$ cat src/hdl/hyperelliptic_pointless_test_mod_p_top_assert.svh
// Assertion macros for the pointless-curve counter.
`ifndef HYPERELLIPTIC_POINTLESS_TEST_MOD_P_TOP_ASSERT_SVH
`define HYPERELLIPTIC_POINTLESS_TEST_MOD_P_TOP_ASSERT_SVH

// Same-cycle implication.
`define HPTM_ASSERT_NOW(lbl, clk, rst, ante, cons, msg) \
   lbl: assert property (@(posedge clk) disable iff (rst) (ante) |-> (cons)) \
      else $error(msg);

// Next-cycle implication.
`define HPTM_ASSERT_NEXT(lbl, clk, rst, ante, cons, msg) \
   lbl: assert property (@(posedge clk) disable iff (rst) (ante) |=> (cons)) \
      else $error(msg);

`endif

$ cat src/hdl/hptm_pkg.sv
package hptm_pkg;

   localparam int unsigned MAX_PRIME_DEF = 128;
   localparam int unsigned ResW  = 7;    // residue / coefficient width
   localparam int unsigned CntW  = 8;    // point counts
   localparam int unsigned TotW  = 64;   // running totals
   localparam int unsigned HalfW = 13;   // p(p-1)/2
   localparam int unsigned NCoef = 12;   // f0..f11 on the input
   localparam int unsigned NTerm = 14;   // f0..f13
   localparam int unsigned NDer  = 13;   // f'0..f'12
   localparam logic [ResW-1:0] RESET_PRIME = 7'd3;

   // quadratic character codes held in the residue table
   localparam logic [1:0] RES_NONSQ  = 2'd0;
   localparam logic [1:0] RES_ZERO   = 2'd1;
   localparam logic [1:0] RES_SQUARE = 2'd2;

   typedef enum logic [3:0] {
      ST_CLEAR,
      ST_FILL,
      ST_IDLE,
      ST_PREP_C,
      ST_PREP_D,
      ST_HORNER,
      ST_LOOKUP,
      ST_TALLY,
      ST_FINISH
   } state_type;

   typedef logic [ResW-1:0] residue_type;

   // odd primes below 128 other than 13
   function automatic logic prime_ok(input logic [ResW-1:0] v);
      logic ok;
      case (v) inside
         7'd3, 7'd5, 7'd7, 7'd11, 7'd17, 7'd19, 7'd23, 7'd29, 7'd31, 7'd37,
         7'd41, 7'd43, 7'd47, 7'd53, 7'd59, 7'd61, 7'd67, 7'd71, 7'd73,
         7'd79, 7'd83, 7'd89, 7'd97, 7'd101, 7'd103, 7'd107, 7'd109,
         7'd113, 7'd127: ok = 1'b1;
         default: ok = 1'b0;
      endcase
      return ok;
   endfunction

endpackage

$ cat src/hdl/hptm_if.sv
interface hptm_req_if;
   logic valid;
   logic ready;
   logic [hptm_pkg::ResW-1:0] coef_0, coef_1, coef_2, coef_3, coef_4, coef_5;
   logic [hptm_pkg::ResW-1:0] coef_6, coef_7, coef_8, coef_9, coef_10, coef_11;
   modport source (output valid, coef_0, coef_1, coef_2, coef_3, coef_4, coef_5,
                   coef_6, coef_7, coef_8, coef_9, coef_10, coef_11, input ready);
   modport sink (input valid, coef_0, coef_1, coef_2, coef_3, coef_4, coef_5,
                 coef_6, coef_7, coef_8, coef_9, coef_10, coef_11, output ready);
endinterface

interface hptm_rsp_if;
   logic valid;
   logic ready;
   logic [hptm_pkg::CntW-1:0] point_count;
   logic plain_pointless;
   logic twist_pointless;
   logic [hptm_pkg::TotW-1:0] plain_orbit_total;
   logic [hptm_pkg::TotW-1:0] plain_curve_total;
   logic [hptm_pkg::TotW-1:0] twist_orbit_total;
   logic [hptm_pkg::TotW-1:0] twist_curve_total;
   logic [hptm_pkg::CntW-1:0] least_count;
   modport source (output valid, point_count, plain_pointless, twist_pointless,
                   plain_orbit_total, plain_curve_total, twist_orbit_total,
                   twist_curve_total, least_count, input ready);
   modport sink (input valid, point_count, plain_pointless, twist_pointless,
                 plain_orbit_total, plain_curve_total, twist_orbit_total,
                 twist_curve_total, least_count, output ready);
endinterface

interface hptm_csr_if;
   logic valid;
   logic ready;
   logic [hptm_pkg::ResW-1:0] prime_modulus;
   modport source (output valid, prime_modulus, input ready);
   modport sink (input valid, prime_modulus, output ready);
endinterface

$ cat src/hdl/hyperelliptic_pointless_test_mod_p_top.sv
// Channel   Role     Payload
// req_chan  sink     coef_0 .. coef_11
// rsp_chan  source   point_count, pointless flags, four totals, least_count
// csr_chan  sink     prime_modulus
//
// One item scans up to p points. Every modular multiply-add runs
// bit-serially; 25 of them reduce the coefficients and form f', and
// each point needs 14 of them plus a residue table read. After reset
// and each accepted modulus write the table is rebuilt; req_chan is not
// ready then. A pending response stalls only the finish of the next item.
module hyperelliptic_pointless_test_mod_p_top #(
   parameter int unsigned MAX_PRIME = hptm_pkg::MAX_PRIME_DEF
) (
   input  logic          clock,
   input  logic          reset,
   hptm_req_if.sink      req_chan,
   hptm_rsp_if.source    rsp_chan,
   hptm_csr_if.sink      csr_chan
);
   import hptm_pkg::*;

   localparam int unsigned AW = $clog2(MAX_PRIME);

   state_type state_ff, state_in;

   // configuration
   residue_type            prime_ff;
   logic [HalfW-1:0]       half_ff;
   logic [HalfW-1:0]       quarter;
   residue_type            load_p;
   logic [2*ResW-1:0]      load_prod;
   logic                   csr_load, load_now;

   // residue table
   logic [1:0]             rtab_mem [MAX_PRIME];
   logic [1:0]             rtab_rd_ff;
   logic [AW-1:0]          rd_addr, wr_addr, clr_ff;
   logic [1:0]             wr_data;
   logic                   wr_en;
   residue_type            fill_i_ff, sq_ff, odd_ff;
   logic [ResW:0]          sq_sum, odd_sum;

   // coefficients
   residue_type            coef_raw_ff [NCoef];
   residue_type            cr_ff [NTerm];
   residue_type            dr_ff [NDer];
   logic [3:0]             j_ff, s_ff, d_idx;
   logic [2:0]             cyc_ff;
   logic                   op_last;

   // two serial multiply-add lanes: f and f'
   residue_type            acc_ff [2];
   residue_type            r_ff [2];
   residue_type            a_sel [2];
   residue_type            e_sel [2];
   residue_type            r_next [2];
   residue_type            b_sel;
   logic [ResW:0]          b_ext;
   logic [ResW+1:0]        t_raw [2];
   logic [ResW+1:0]        t_red [2];
   logic                   b_bit;

   // scan
   residue_type            x_ff;
   logic [CntW-1:0]        cnt_ff, ucnt_ff, cnt_in, ucnt_in;
   logic                   counted, stop;

   // totals
   logic [TotW-1:0]        po_ff, pc_ff, to_ff, tc_ff;
   logic [CntW-1:0]        least_ff;
   logic                   pz, tz, f11z, other_side;
   logic [HalfW-1:0]       weight;
   logic [1:0]             po_add, to_add;
   logic [HalfW:0]         pc_add, tc_add;

   logic                   req_fire, rsp_free, rsp_valid_ff;
   logic [CntW-1:0]        out_cnt_ff;
   logic                   out_pz_ff, out_tz_ff;

   assign req_fire = req_chan.valid && req_chan.ready;
   assign rsp_free = !rsp_valid_ff || rsp_chan.ready;
   assign csr_load = csr_chan.valid && prime_ok(csr_chan.prime_modulus)
                     && (32'(csr_chan.prime_modulus) <= MAX_PRIME);
   assign load_now = reset || csr_load;
   assign load_p   = reset ? RESET_PRIME : csr_chan.prime_modulus;
   assign load_prod = (2*ResW)'(load_p) * (2*ResW)'(load_p - 7'd1);
   assign quarter  = half_ff >> 1;
   assign op_last  = (cyc_ff == 3'd7);

   assign csr_chan.ready = 1'b1;
   assign req_chan.ready = (state_ff == ST_IDLE);

   // next state
   always_comb begin
      state_in = state_ff;
      unique case (state_ff)
         ST_CLEAR:  if (clr_ff == AW'(MAX_PRIME - 1)) state_in = ST_FILL;
         ST_FILL:   if (fill_i_ff == prime_ff - 7'd1) state_in = ST_IDLE;
         ST_IDLE:   if (req_fire) state_in = ST_PREP_C;
         ST_PREP_C: if (op_last && j_ff == 4'(NCoef - 1)) state_in = ST_PREP_D;
         ST_PREP_D: if (op_last && j_ff == 4'(NDer - 1)) state_in = ST_HORNER;
         ST_HORNER: if (op_last && s_ff == 4'(NTerm - 1)) state_in = ST_LOOKUP;
         ST_LOOKUP: state_in = ST_TALLY;
         ST_TALLY:  state_in = stop ? ST_FINISH : ST_HORNER;
         ST_FINISH: if (rsp_free) state_in = ST_IDLE;
         default:   state_in = ST_CLEAR;
      endcase
      if (csr_load) state_in = ST_CLEAR;
   end

   always_ff @(posedge clock) begin
      if (reset) begin
         state_ff <= ST_CLEAR;
      end else begin
         state_ff <= state_in;
      end
   end

   // table write port: clear sweep, then squares i*i mod p
   assign odd_sum = {1'b0, odd_ff} + 8'd2;
   assign sq_sum  = {1'b0, sq_ff} + {1'b0, odd_ff};
   always_comb begin
      wr_en   = 1'b0;
      wr_addr = clr_ff;
      wr_data = (clr_ff == '0) ? RES_ZERO : RES_NONSQ;
      if (state_ff == ST_CLEAR) begin
         wr_en = 1'b1;
      end else if (state_ff == ST_FILL) begin
         wr_en   = 1'b1;
         wr_addr = AW'(sq_ff);
         wr_data = RES_SQUARE;
      end
   end
   assign rd_addr = AW'(acc_ff[0]);

   always_ff @(posedge clock) begin
      if (wr_en) begin
         rtab_mem[wr_addr] <= wr_data;
      end
      rtab_rd_ff <= rtab_mem[rd_addr];
   end

   // operand selection for the lanes
   assign d_idx = (s_ff == 4'd0) ? 4'd0 : 4'(NTerm - 1) - s_ff;
   always_comb begin
      b_sel    = x_ff;
      a_sel[0] = acc_ff[0];
      a_sel[1] = acc_ff[1];
      e_sel[0] = cr_ff[4'(NTerm - 1) - s_ff];
      e_sel[1] = (s_ff == 4'd0) ? '0 : dr_ff[d_idx];
      if (state_ff == ST_PREP_C) begin
         b_sel    = coef_raw_ff[j_ff];
         a_sel[0] = 7'd1;
         a_sel[1] = 7'd1;
         e_sel[0] = '0;
         e_sel[1] = '0;
      end else if (state_ff == ST_PREP_D) begin
         b_sel    = 7'(j_ff + 4'd1);
         a_sel[0] = cr_ff[j_ff + 4'd1];
         a_sel[1] = '0;
         e_sel[0] = '0;
         e_sel[1] = '0;
      end
   end

   // one bit of a*b (MSB first) per cycle, then + e on the last cycle
   assign b_ext = {1'b0, b_sel};
   assign b_bit = b_ext[3'd6 - cyc_ff];
   always_comb begin
      for (int l = 0; l < 2; l++) begin
         if (op_last) begin
            t_raw[l] = {2'b00, r_ff[l]} + {2'b00, e_sel[l]};
         end else begin
            t_raw[l] = {1'b0, r_ff[l], 1'b0} + (b_bit ? {2'b00, a_sel[l]} : '0);
         end
         if (t_raw[l] >= {1'b0, prime_ff, 1'b0}) begin
            t_red[l] = t_raw[l] - {1'b0, prime_ff, 1'b0};
         end else if (t_raw[l] >= {2'b00, prime_ff}) begin
            t_red[l] = t_raw[l] - {2'b00, prime_ff};
         end else begin
            t_red[l] = t_raw[l];
         end
         r_next[l] = ResW'(t_red[l]);
      end
   end

   // point tally
   always_comb begin
      counted = (rtab_rd_ff != RES_ZERO) || (acc_ff[1] != '0);
      cnt_in  = cnt_ff + (counted ? CntW'(rtab_rd_ff) : '0);
      ucnt_in = ucnt_ff + (counted ? CntW'(2'd2 - rtab_rd_ff) : '0);
      stop    = (cnt_in != '0 && ucnt_in != '0) || (x_ff == prime_ff - 7'd1);
   end

   // orbit weights
   always_comb begin
      pz         = (cnt_ff == '0);
      tz         = (ucnt_ff == '0);
      f11z       = (cr_ff[NCoef - 1] == '0);
      other_side = !f11z && (prime_ff[1:0] != 2'b11);
      if (f11z) begin
         weight = HalfW'(prime_ff);
      end else if (prime_ff[1:0] == 2'b11) begin
         weight = half_ff;
      end else begin
         weight = quarter;
      end
      po_add = 2'(pz) + 2'(tz && other_side);
      to_add = 2'(tz) + 2'(pz && other_side);
      pc_add = (pz ? {1'b0, weight} : '0) + ((tz && other_side) ? {1'b0, quarter} : '0);
      tc_add = (tz ? {1'b0, weight} : '0) + ((pz && other_side) ? {1'b0, quarter} : '0);
   end

   // control and datapath registers
   always_ff @(posedge clock) begin
      if (load_now) begin
         prime_ff  <= load_p;
         half_ff   <= HalfW'(load_prod >> 1);
         po_ff     <= '0;
         pc_ff     <= '0;
         to_ff     <= '0;
         tc_ff     <= '0;
         least_ff  <= {load_p, 1'b1};
         clr_ff    <= '0;
         fill_i_ff <= 7'd1;
         sq_ff     <= 7'd1;
         odd_ff    <= (load_p == 7'd3) ? 7'd0 : 7'd3;
         cyc_ff    <= '0;
      end else begin
         unique case (state_ff)
            ST_CLEAR: begin
               clr_ff <= clr_ff + 1'b1;
            end
            ST_FILL: begin
               fill_i_ff <= fill_i_ff + 7'd1;
               odd_ff    <= (odd_sum >= {1'b0, prime_ff}) ?
                            ResW'(odd_sum - {1'b0, prime_ff}) : ResW'(odd_sum);
               sq_ff     <= (sq_sum >= {1'b0, prime_ff}) ?
                            ResW'(sq_sum - {1'b0, prime_ff}) : ResW'(sq_sum);
            end
            ST_IDLE: begin
               coef_raw_ff[0]  <= req_chan.coef_0;
               coef_raw_ff[1]  <= req_chan.coef_1;
               coef_raw_ff[2]  <= req_chan.coef_2;
               coef_raw_ff[3]  <= req_chan.coef_3;
               coef_raw_ff[4]  <= req_chan.coef_4;
               coef_raw_ff[5]  <= req_chan.coef_5;
               coef_raw_ff[6]  <= req_chan.coef_6;
               coef_raw_ff[7]  <= req_chan.coef_7;
               coef_raw_ff[8]  <= req_chan.coef_8;
               coef_raw_ff[9]  <= req_chan.coef_9;
               coef_raw_ff[10] <= req_chan.coef_10;
               coef_raw_ff[11] <= req_chan.coef_11;
               cr_ff[NTerm - 2] <= '0;
               cr_ff[NTerm - 1] <= 7'd1;
               j_ff    <= '0;
               s_ff    <= '0;
               cyc_ff  <= '0;
               x_ff    <= '0;
               cnt_ff  <= '0;
               ucnt_ff <= '0;
               r_ff[0] <= '0;
               r_ff[1] <= '0;
               acc_ff[0] <= '0;
               acc_ff[1] <= '0;
            end
            ST_PREP_C, ST_PREP_D, ST_HORNER: begin
               cyc_ff <= cyc_ff + 3'd1;
               for (int l = 0; l < 2; l++) begin
                  r_ff[l] <= op_last ? '0 : r_next[l];
               end
               if (op_last) begin
                  if (state_ff == ST_PREP_C) begin
                     cr_ff[j_ff] <= r_next[0];
                     j_ff <= (j_ff == 4'(NCoef - 1)) ? '0 : j_ff + 4'd1;
                  end else if (state_ff == ST_PREP_D) begin
                     dr_ff[j_ff] <= r_next[0];
                     j_ff <= j_ff + 4'd1;
                  end else begin
                     acc_ff[0] <= r_next[0];
                     acc_ff[1] <= r_next[1];
                     s_ff <= s_ff + 4'd1;
                  end
               end
            end
            ST_LOOKUP: begin
               s_ff <= '0;
            end
            ST_TALLY: begin
               cnt_ff    <= cnt_in;
               ucnt_ff   <= ucnt_in;
               x_ff      <= x_ff + 7'd1;
               acc_ff[0] <= '0;
               acc_ff[1] <= '0;
            end
            ST_FINISH: begin
               if (rsp_free) begin
                  po_ff    <= po_ff + TotW'(po_add);
                  to_ff    <= to_ff + TotW'(to_add);
                  pc_ff    <= pc_ff + TotW'(pc_add);
                  tc_ff    <= tc_ff + TotW'(tc_add);
                  least_ff <= (cnt_ff < least_ff) ? cnt_ff : least_ff;
               end
            end
            default: begin
               cyc_ff <= '0;
            end
         endcase
      end
   end

   // result register
   always_ff @(posedge clock) begin
      if (reset) begin
         rsp_valid_ff <= 1'b0;
      end else if (state_ff == ST_FINISH && rsp_free) begin
         rsp_valid_ff <= 1'b1;
      end else if (rsp_chan.ready) begin
         rsp_valid_ff <= 1'b0;
      end
   end

   always_ff @(posedge clock) begin
      if (state_ff == ST_FINISH && rsp_free) begin
         out_cnt_ff <= cnt_ff;
         out_pz_ff  <= pz;
         out_tz_ff  <= tz;
      end
   end

   assign rsp_chan.valid             = rsp_valid_ff;
   assign rsp_chan.point_count       = out_cnt_ff;
   assign rsp_chan.plain_pointless   = out_pz_ff;
   assign rsp_chan.twist_pointless   = out_tz_ff;
   assign rsp_chan.plain_orbit_total = po_ff;
   assign rsp_chan.plain_curve_total = pc_ff;
   assign rsp_chan.twist_orbit_total = to_ff;
   assign rsp_chan.twist_curve_total = tc_ff;
   assign rsp_chan.least_count       = least_ff;

   // checks
`include "hyperelliptic_pointless_test_mod_p_top_assert.svh"

   `HPTM_ASSERT_NEXT(a_accept_starts, clock, reset, req_fire, state_ff == ST_PREP_C || state_ff == ST_CLEAR, "accepted transaction did not start coefficient reduction")
   `HPTM_ASSERT_NOW(a_lookup_reduced, clock, reset, state_ff == ST_LOOKUP, acc_ff[0] < prime_ff, "f(x) not reduced below the modulus")
   `HPTM_ASSERT_NOW(a_square_nonzero, clock, reset, state_ff == ST_FILL, sq_ff != '0 && sq_ff < prime_ff, "square residue out of range")

endmodule

$ cat src/flat_wrapper.sv
// flat-port wrapper written by rule: the top's interface ports become plain ports
module hyperelliptic_pointless_test_mod_p_top_flat import hptm_pkg::*;
#(
   parameter int unsigned MAX_PRIME = hptm_pkg::MAX_PRIME_DEF
)
  (clock, reset, req_chan_valid, req_chan_coef_0, req_chan_coef_1, req_chan_coef_2, req_chan_coef_3, req_chan_coef_4, req_chan_coef_5, req_chan_coef_6, req_chan_coef_7, req_chan_coef_8, req_chan_coef_9, req_chan_coef_10, req_chan_coef_11, req_chan_ready, rsp_chan_valid, rsp_chan_point_count, rsp_chan_plain_pointless, rsp_chan_twist_pointless, rsp_chan_plain_orbit_total, rsp_chan_plain_curve_total, rsp_chan_twist_orbit_total, rsp_chan_twist_curve_total, rsp_chan_least_count, rsp_chan_ready, csr_chan_valid, csr_chan_prime_modulus, csr_chan_ready);
  hptm_req_if req_chan_i ();
  hptm_rsp_if rsp_chan_i ();
  hptm_csr_if csr_chan_i ();
  input  logic clock;
  input  logic reset;
  input wire logic [$bits(req_chan_i.valid)-1:0] req_chan_valid;
  input wire logic [$bits(req_chan_i.coef_0)-1:0] req_chan_coef_0;
  input wire logic [$bits(req_chan_i.coef_1)-1:0] req_chan_coef_1;
  input wire logic [$bits(req_chan_i.coef_2)-1:0] req_chan_coef_2;
  input wire logic [$bits(req_chan_i.coef_3)-1:0] req_chan_coef_3;
  input wire logic [$bits(req_chan_i.coef_4)-1:0] req_chan_coef_4;
  input wire logic [$bits(req_chan_i.coef_5)-1:0] req_chan_coef_5;
  input wire logic [$bits(req_chan_i.coef_6)-1:0] req_chan_coef_6;
  input wire logic [$bits(req_chan_i.coef_7)-1:0] req_chan_coef_7;
  input wire logic [$bits(req_chan_i.coef_8)-1:0] req_chan_coef_8;
  input wire logic [$bits(req_chan_i.coef_9)-1:0] req_chan_coef_9;
  input wire logic [$bits(req_chan_i.coef_10)-1:0] req_chan_coef_10;
  input wire logic [$bits(req_chan_i.coef_11)-1:0] req_chan_coef_11;
  output wire logic [$bits(req_chan_i.ready)-1:0] req_chan_ready;
  output wire logic [$bits(rsp_chan_i.valid)-1:0] rsp_chan_valid;
  output wire logic [$bits(rsp_chan_i.point_count)-1:0] rsp_chan_point_count;
  output wire logic [$bits(rsp_chan_i.plain_pointless)-1:0] rsp_chan_plain_pointless;
  output wire logic [$bits(rsp_chan_i.twist_pointless)-1:0] rsp_chan_twist_pointless;
  output wire logic [$bits(rsp_chan_i.plain_orbit_total)-1:0] rsp_chan_plain_orbit_total;
  output wire logic [$bits(rsp_chan_i.plain_curve_total)-1:0] rsp_chan_plain_curve_total;
  output wire logic [$bits(rsp_chan_i.twist_orbit_total)-1:0] rsp_chan_twist_orbit_total;
  output wire logic [$bits(rsp_chan_i.twist_curve_total)-1:0] rsp_chan_twist_curve_total;
  output wire logic [$bits(rsp_chan_i.least_count)-1:0] rsp_chan_least_count;
  input wire logic [$bits(rsp_chan_i.ready)-1:0] rsp_chan_ready;
  input wire logic [$bits(csr_chan_i.valid)-1:0] csr_chan_valid;
  input wire logic [$bits(csr_chan_i.prime_modulus)-1:0] csr_chan_prime_modulus;
  output wire logic [$bits(csr_chan_i.ready)-1:0] csr_chan_ready;
  assign req_chan_i.valid = req_chan_valid;
  assign req_chan_i.coef_0 = req_chan_coef_0;
  assign req_chan_i.coef_1 = req_chan_coef_1;
  assign req_chan_i.coef_2 = req_chan_coef_2;
  assign req_chan_i.coef_3 = req_chan_coef_3;
  assign req_chan_i.coef_4 = req_chan_coef_4;
  assign req_chan_i.coef_5 = req_chan_coef_5;
  assign req_chan_i.coef_6 = req_chan_coef_6;
  assign req_chan_i.coef_7 = req_chan_coef_7;
  assign req_chan_i.coef_8 = req_chan_coef_8;
  assign req_chan_i.coef_9 = req_chan_coef_9;
  assign req_chan_i.coef_10 = req_chan_coef_10;
  assign req_chan_i.coef_11 = req_chan_coef_11;
  assign req_chan_ready = req_chan_i.ready;
  assign rsp_chan_valid = rsp_chan_i.valid;
  assign rsp_chan_point_count = rsp_chan_i.point_count;
  assign rsp_chan_plain_pointless = rsp_chan_i.plain_pointless;
  assign rsp_chan_twist_pointless = rsp_chan_i.twist_pointless;
  assign rsp_chan_plain_orbit_total = rsp_chan_i.plain_orbit_total;
  assign rsp_chan_plain_curve_total = rsp_chan_i.plain_curve_total;
  assign rsp_chan_twist_orbit_total = rsp_chan_i.twist_orbit_total;
  assign rsp_chan_twist_curve_total = rsp_chan_i.twist_curve_total;
  assign rsp_chan_least_count = rsp_chan_i.least_count;
  assign rsp_chan_i.ready = rsp_chan_ready;
  assign csr_chan_i.valid = csr_chan_valid;
  assign csr_chan_i.prime_modulus = csr_chan_prime_modulus;
  assign csr_chan_ready = csr_chan_i.ready;
  hyperelliptic_pointless_test_mod_p_top #(.MAX_PRIME(MAX_PRIME)) u_core (.clock(clock), .reset(reset), .req_chan(req_chan_i), .rsp_chan(rsp_chan_i), .csr_chan(csr_chan_i));
endmodule
$ cat config.mk
export PLATFORM = sky130hd
export DESIGN_NAME = hyperelliptic_pointless_test_mod_p_top_flat
export DESIGN_NICKNAME = d
export VERILOG_FILES = /design/src/hdl/hptm_pkg.sv /design/src/hdl/hptm_if.sv /design/src/hdl/hyperelliptic_pointless_test_mod_p_top.sv /design/src/flat_wrapper.sv
export VERILOG_INCLUDE_DIRS = /design/src /design/src/hdl
export SDC_FILE = /design/constraint.sdc
export NUM_CORES = 2
export LEC_CHECK = 0
export BUFFER_PORTS_ARGS = -buffer_cell sky130_fd_sc_hd__buf_2
export CAP_MARGIN = 10
export CORE_MARGIN = 5
export CORE_UTILIZATION = 55
export DETAILED_ROUTE_END_ITERATION = 8
export PLACE_DENSITY = 0.84
export SLEW_MARGIN = 20
export SYNTH_ARGS = -nofsm -noshare
export SYNTH_HDL_FRONTEND = slang
export SYNTH_SLANG_ARGS = --single-unit
$ cat constraint.sdc
create_clock -name clock -period 11.3 [get_ports clock]
set_input_delay 0.565 -clock clock [delete_from_list [all_inputs] [get_ports clock]]
set_output_delay 0.565 -clock clock [all_outputs]
set_load 0.1 [all_outputs]
==> flow_metrics.tcl <==
set metrics [dict create \
    status "completed" \
    fin_util_pct 62.7 \
    crit_path_end_kind "flip-flop" \
    grt.total_usage_pct 25.9 \
    drc_errors 0 \
    hold_violations 0 \
    ys_seq_elements 924 \
    async_reset_ff_share_pct 0 \
    drv_cap 0 \
    fin_skew_ps 46.2 \
    drv_slew 0 \
    detailed_place_hpwl_um 86000 \
    netSwitchingFraction_pct 28.3 \
    grt-ovfl-total 0 \
    area_growth_pct 13.2 \
    syn_area_mm2 0.0480 \
    grt_pass1_wl_um 194000 \
    gp_congestion 0.924 \
    yosys_warnings 0 \
    p_leak_uw 0.0208 \
    yosys.area.top_type "edfxtp_1" \
    synth.most_common_cell "nor2_1" \
    ir_drop_mv 0.208 \
    ys_top_cells_by_count "646 x nor2_1, 632 x edfxtp_1, 292 x dfxtp_1" \
    synth.area.top_cells "edfxtp_1 40%, dfxtp_1 12%, mux4_2 6.9%, nor2_1 5.1%, ha_1 5.0%" \
    startpoint_type "flip-flop" \
    cts_setup_buffers 0 \
    path_clk_slew_ps 70 \
    antenna_found_initial 0 \
    synth_seq_area_share_pct 51.8 \
    drt_pre_antenna_iters 6 \
    grt_pass1_vias 34400 \
    rsz0062_at_grt "false" \
    cts_hold_buf 0 \
    n_antenna_cell 0 \
    seqPwrFrac_pct 45.6 \
    cellInternalPower_uw 6400 \
    cts_buffer_depth 3 \
    syn_area_per_cell_um2 11.5 \
    nNetsFinal 4886 \
    worst_r2r_path_depth 24 \
    row_count 108 \
    crit_start "u_core.j_ff[0]" \
    worstPathArrival_ps 8200 \
    power_frac_comb_pct 18.1 \
    wirelength_um 125000 \
    synth_cell_types 89 \
    min_period_ps 7940 \
    cts-htree-levels 3 \
    crit_required_ps 11570 \
    vias_per_cell 6.03 \
    drive_above_1_share_pct 17.3 \
    tightest_slew_ps 1150 \
    timing.rr.end "u_core.cr_ff[11][3]" \
    pwr-share-clk_pct 36.4 \
    drtIter0Drc 3451 \
    cellPowerDensity_mw_per_mm2 164 \
    cp_max_fo 34 \
    cp-endpoint "u_core.cr_ff[11][3]" \
    cts.repair.resized 0 \
    grt_max_degree 129 \
    synth_edf_count 632 \
    clock_sinks 924 \
    syn_inst 4185 \
    die_y_um 305 \
    fin_crit_sh_pct 70.2 \
    cts_tree "built" \
    fmax_ghz 0.126 \
    finalSetupViolations 0 \
    start_util_pct 55.4 \
    ios 373 \
    vias 34800 \
    setup-tns-final_ps 0 \
    yosysTopAreaCellShare_pct 39.6 \
    min_path_type "in -> reg" \
    max_slew_margin_pct 22.6 \
    r2r_start "u_core.j_ff[0]" \
    insertion_delay_ps 680 \
    io_buffers 371 \
    critPathKind "reg -> reg" \
    synth_flop_cell "edfxtp_1" \
    p_sw_uw 2530 \
    dieWidth_um 305 \
    r2r_slack_ps 3360 \
    die-area_mm2 0.0932 \
    fp.coreArea_mm2 0.0866 \
    ctsRootBufferMaster "clkbuf_16" \
    drt.antenna.violating_nets 0 \
    cts_buffers 95 \
    avgRoutedWirePerCell_um 21.6 \
]
per-layer routing:
metal	track usage [%]	wire length (um)	vias to the layer above
met4	9.10	4720	0
met3	5.69	11000	307
met1	32.9	47500	17000
li1	-	-	15800
met2	44.4	61600	1688
met5	0	0	-
placed cells by master (no fill, tap or decap), types with 81 or more instances in the layout:
cell type,synthesis,final
nand2_1,252,251
nand3_1,128,128
buf_2,11,371
inv_1,168,166
xnor2_1,164,164
nor2_1,646,644
mux2i_1,86,86
ha_1,192,191
xor2_1,192,190
edfxtp_1,632,632
a21oi_1,195,193
mux4_2,148,148
clkbuf_16,0,96
dfxtp_1,292,292
o21ai_0,82,81
area by class of cell:
type	instances	area (um^2)
Timing Repair Buffer	420	2230
Multi-Input combinational cell	2928	21900
Inverter	170	647
Fill cell	6363	32300
Tap cell	1155	1450
Clock buffer	116	2560
Clock inverter	57	673
Sequential cell	924	24800
state kept, by name (all words and copies together) (netlist names), 64 cells and up, named ones only:
name,cells
u_core.rsp_chan.plain_curve_total,64
u_core.cr_ff,98
u_core.dr_ff,91
u_core.rtab_mem,256
u_core.coef_raw_ff,84
u_core.rsp_chan.twist_orbit_total,64
u_core.rsp_chan.plain_orbit_total,64
u_core.rsp_chan.twist_curve_total,64
critical path: stages (launching register included):
cell and delay [ps]:
edfxtp_1 330, buf_4 510, inv_1 170, ha_1 1070, a21oi_1 240, a22oi_1 240
o22ai_1 110, nor4_1 480, nor2_1 290, nor2_1 250, ha_1 270, a21o_1 160
a21o_1 200, xor2_1 150, nor2_1 50, a21oi_1 290, ha_1 340, o21ai_0 100
a21oi_1 60, nor2_1 180, a21oi_1 120, or4_1 600, mux2_2 340, mux2i_1 430
inv_1 520
power by group through the flow:
| stage | Combinational (uW) | Sequential, uW | Clock, uW |
|---|---|---|---|
| finish | 1610 | 4070 | 3250 |
| global route | 1770 | 4080 | 3420 |
| CTS | 1590 | 4070 | 3270 |
| detailed placement | 1570 | 4140 | 0 |
| global placement | 1510 | 4140 | 0 |
| floorplan | 1150 | 4150 | 0 |
through the flow:
step           std cells  instance area (um^2)  hold slack, ps  worst slack [ps]  power, uW
3_5_place_dp        5597                 51100             473              3670       5700
6_report            5770                 54300            58.6              3360       8920
4_1_cts             5770                 54300            17.6              3520       8930
5_1_grt             5770                 54300            30.3              2740       9270
3_3_place_gp        5597                 51100             458              3930       5650
2_1_floorplan       4199                 48000             452               809       5290
logic make-up (layout without fill, tap and decap cells):
| logic type | after synthesis | count (layout) | synth area share (%) |
|---|---|---|---|
| buffers and inverters | 347 | 763 | 2.81 |
| AOI/OAI and AO/OA | 539 | 539 | 7.13 |
| muxes | 260 | 260 | 9.37 |
| DFF | 924 | 924 | 51.8 |
| and+or+nand+nor | 1506 | 1506 | 14.9 |
| xor gates and xnor gates | 356 | 356 | 6.50 |
| adders and majority gates | 251 | 251 | 7.47 |
| other | 2 | 16 | 0.0157 |
worst min-delay path by stage:
stage | cells after the start | endpoint | from
after floorplan | 0 | u_core.rsp_chan.point_count[4] | u_core.cnt_ff[4]
after global placement | 2 | u_core.rsp_chan.plain_curve_total[10] | u_core.rsp_chan.plain_curve_total[10]
after detailed placement | 2 | u_core.rsp_chan.plain_curve_total[10] | u_core.rsp_chan.plain_curve_total[10]
after CTS | 1 | u_core.coef_raw_ff[10][5] | req_chan_coef_10[5]
after global routing | 1 | u_core.coef_raw_ff[10][5] | req_chan_coef_10[5]
final | 1 | u_core.coef_raw_ff[4][3] | req_chan_coef_4[3]
Power figures use the tool's default switching activity.
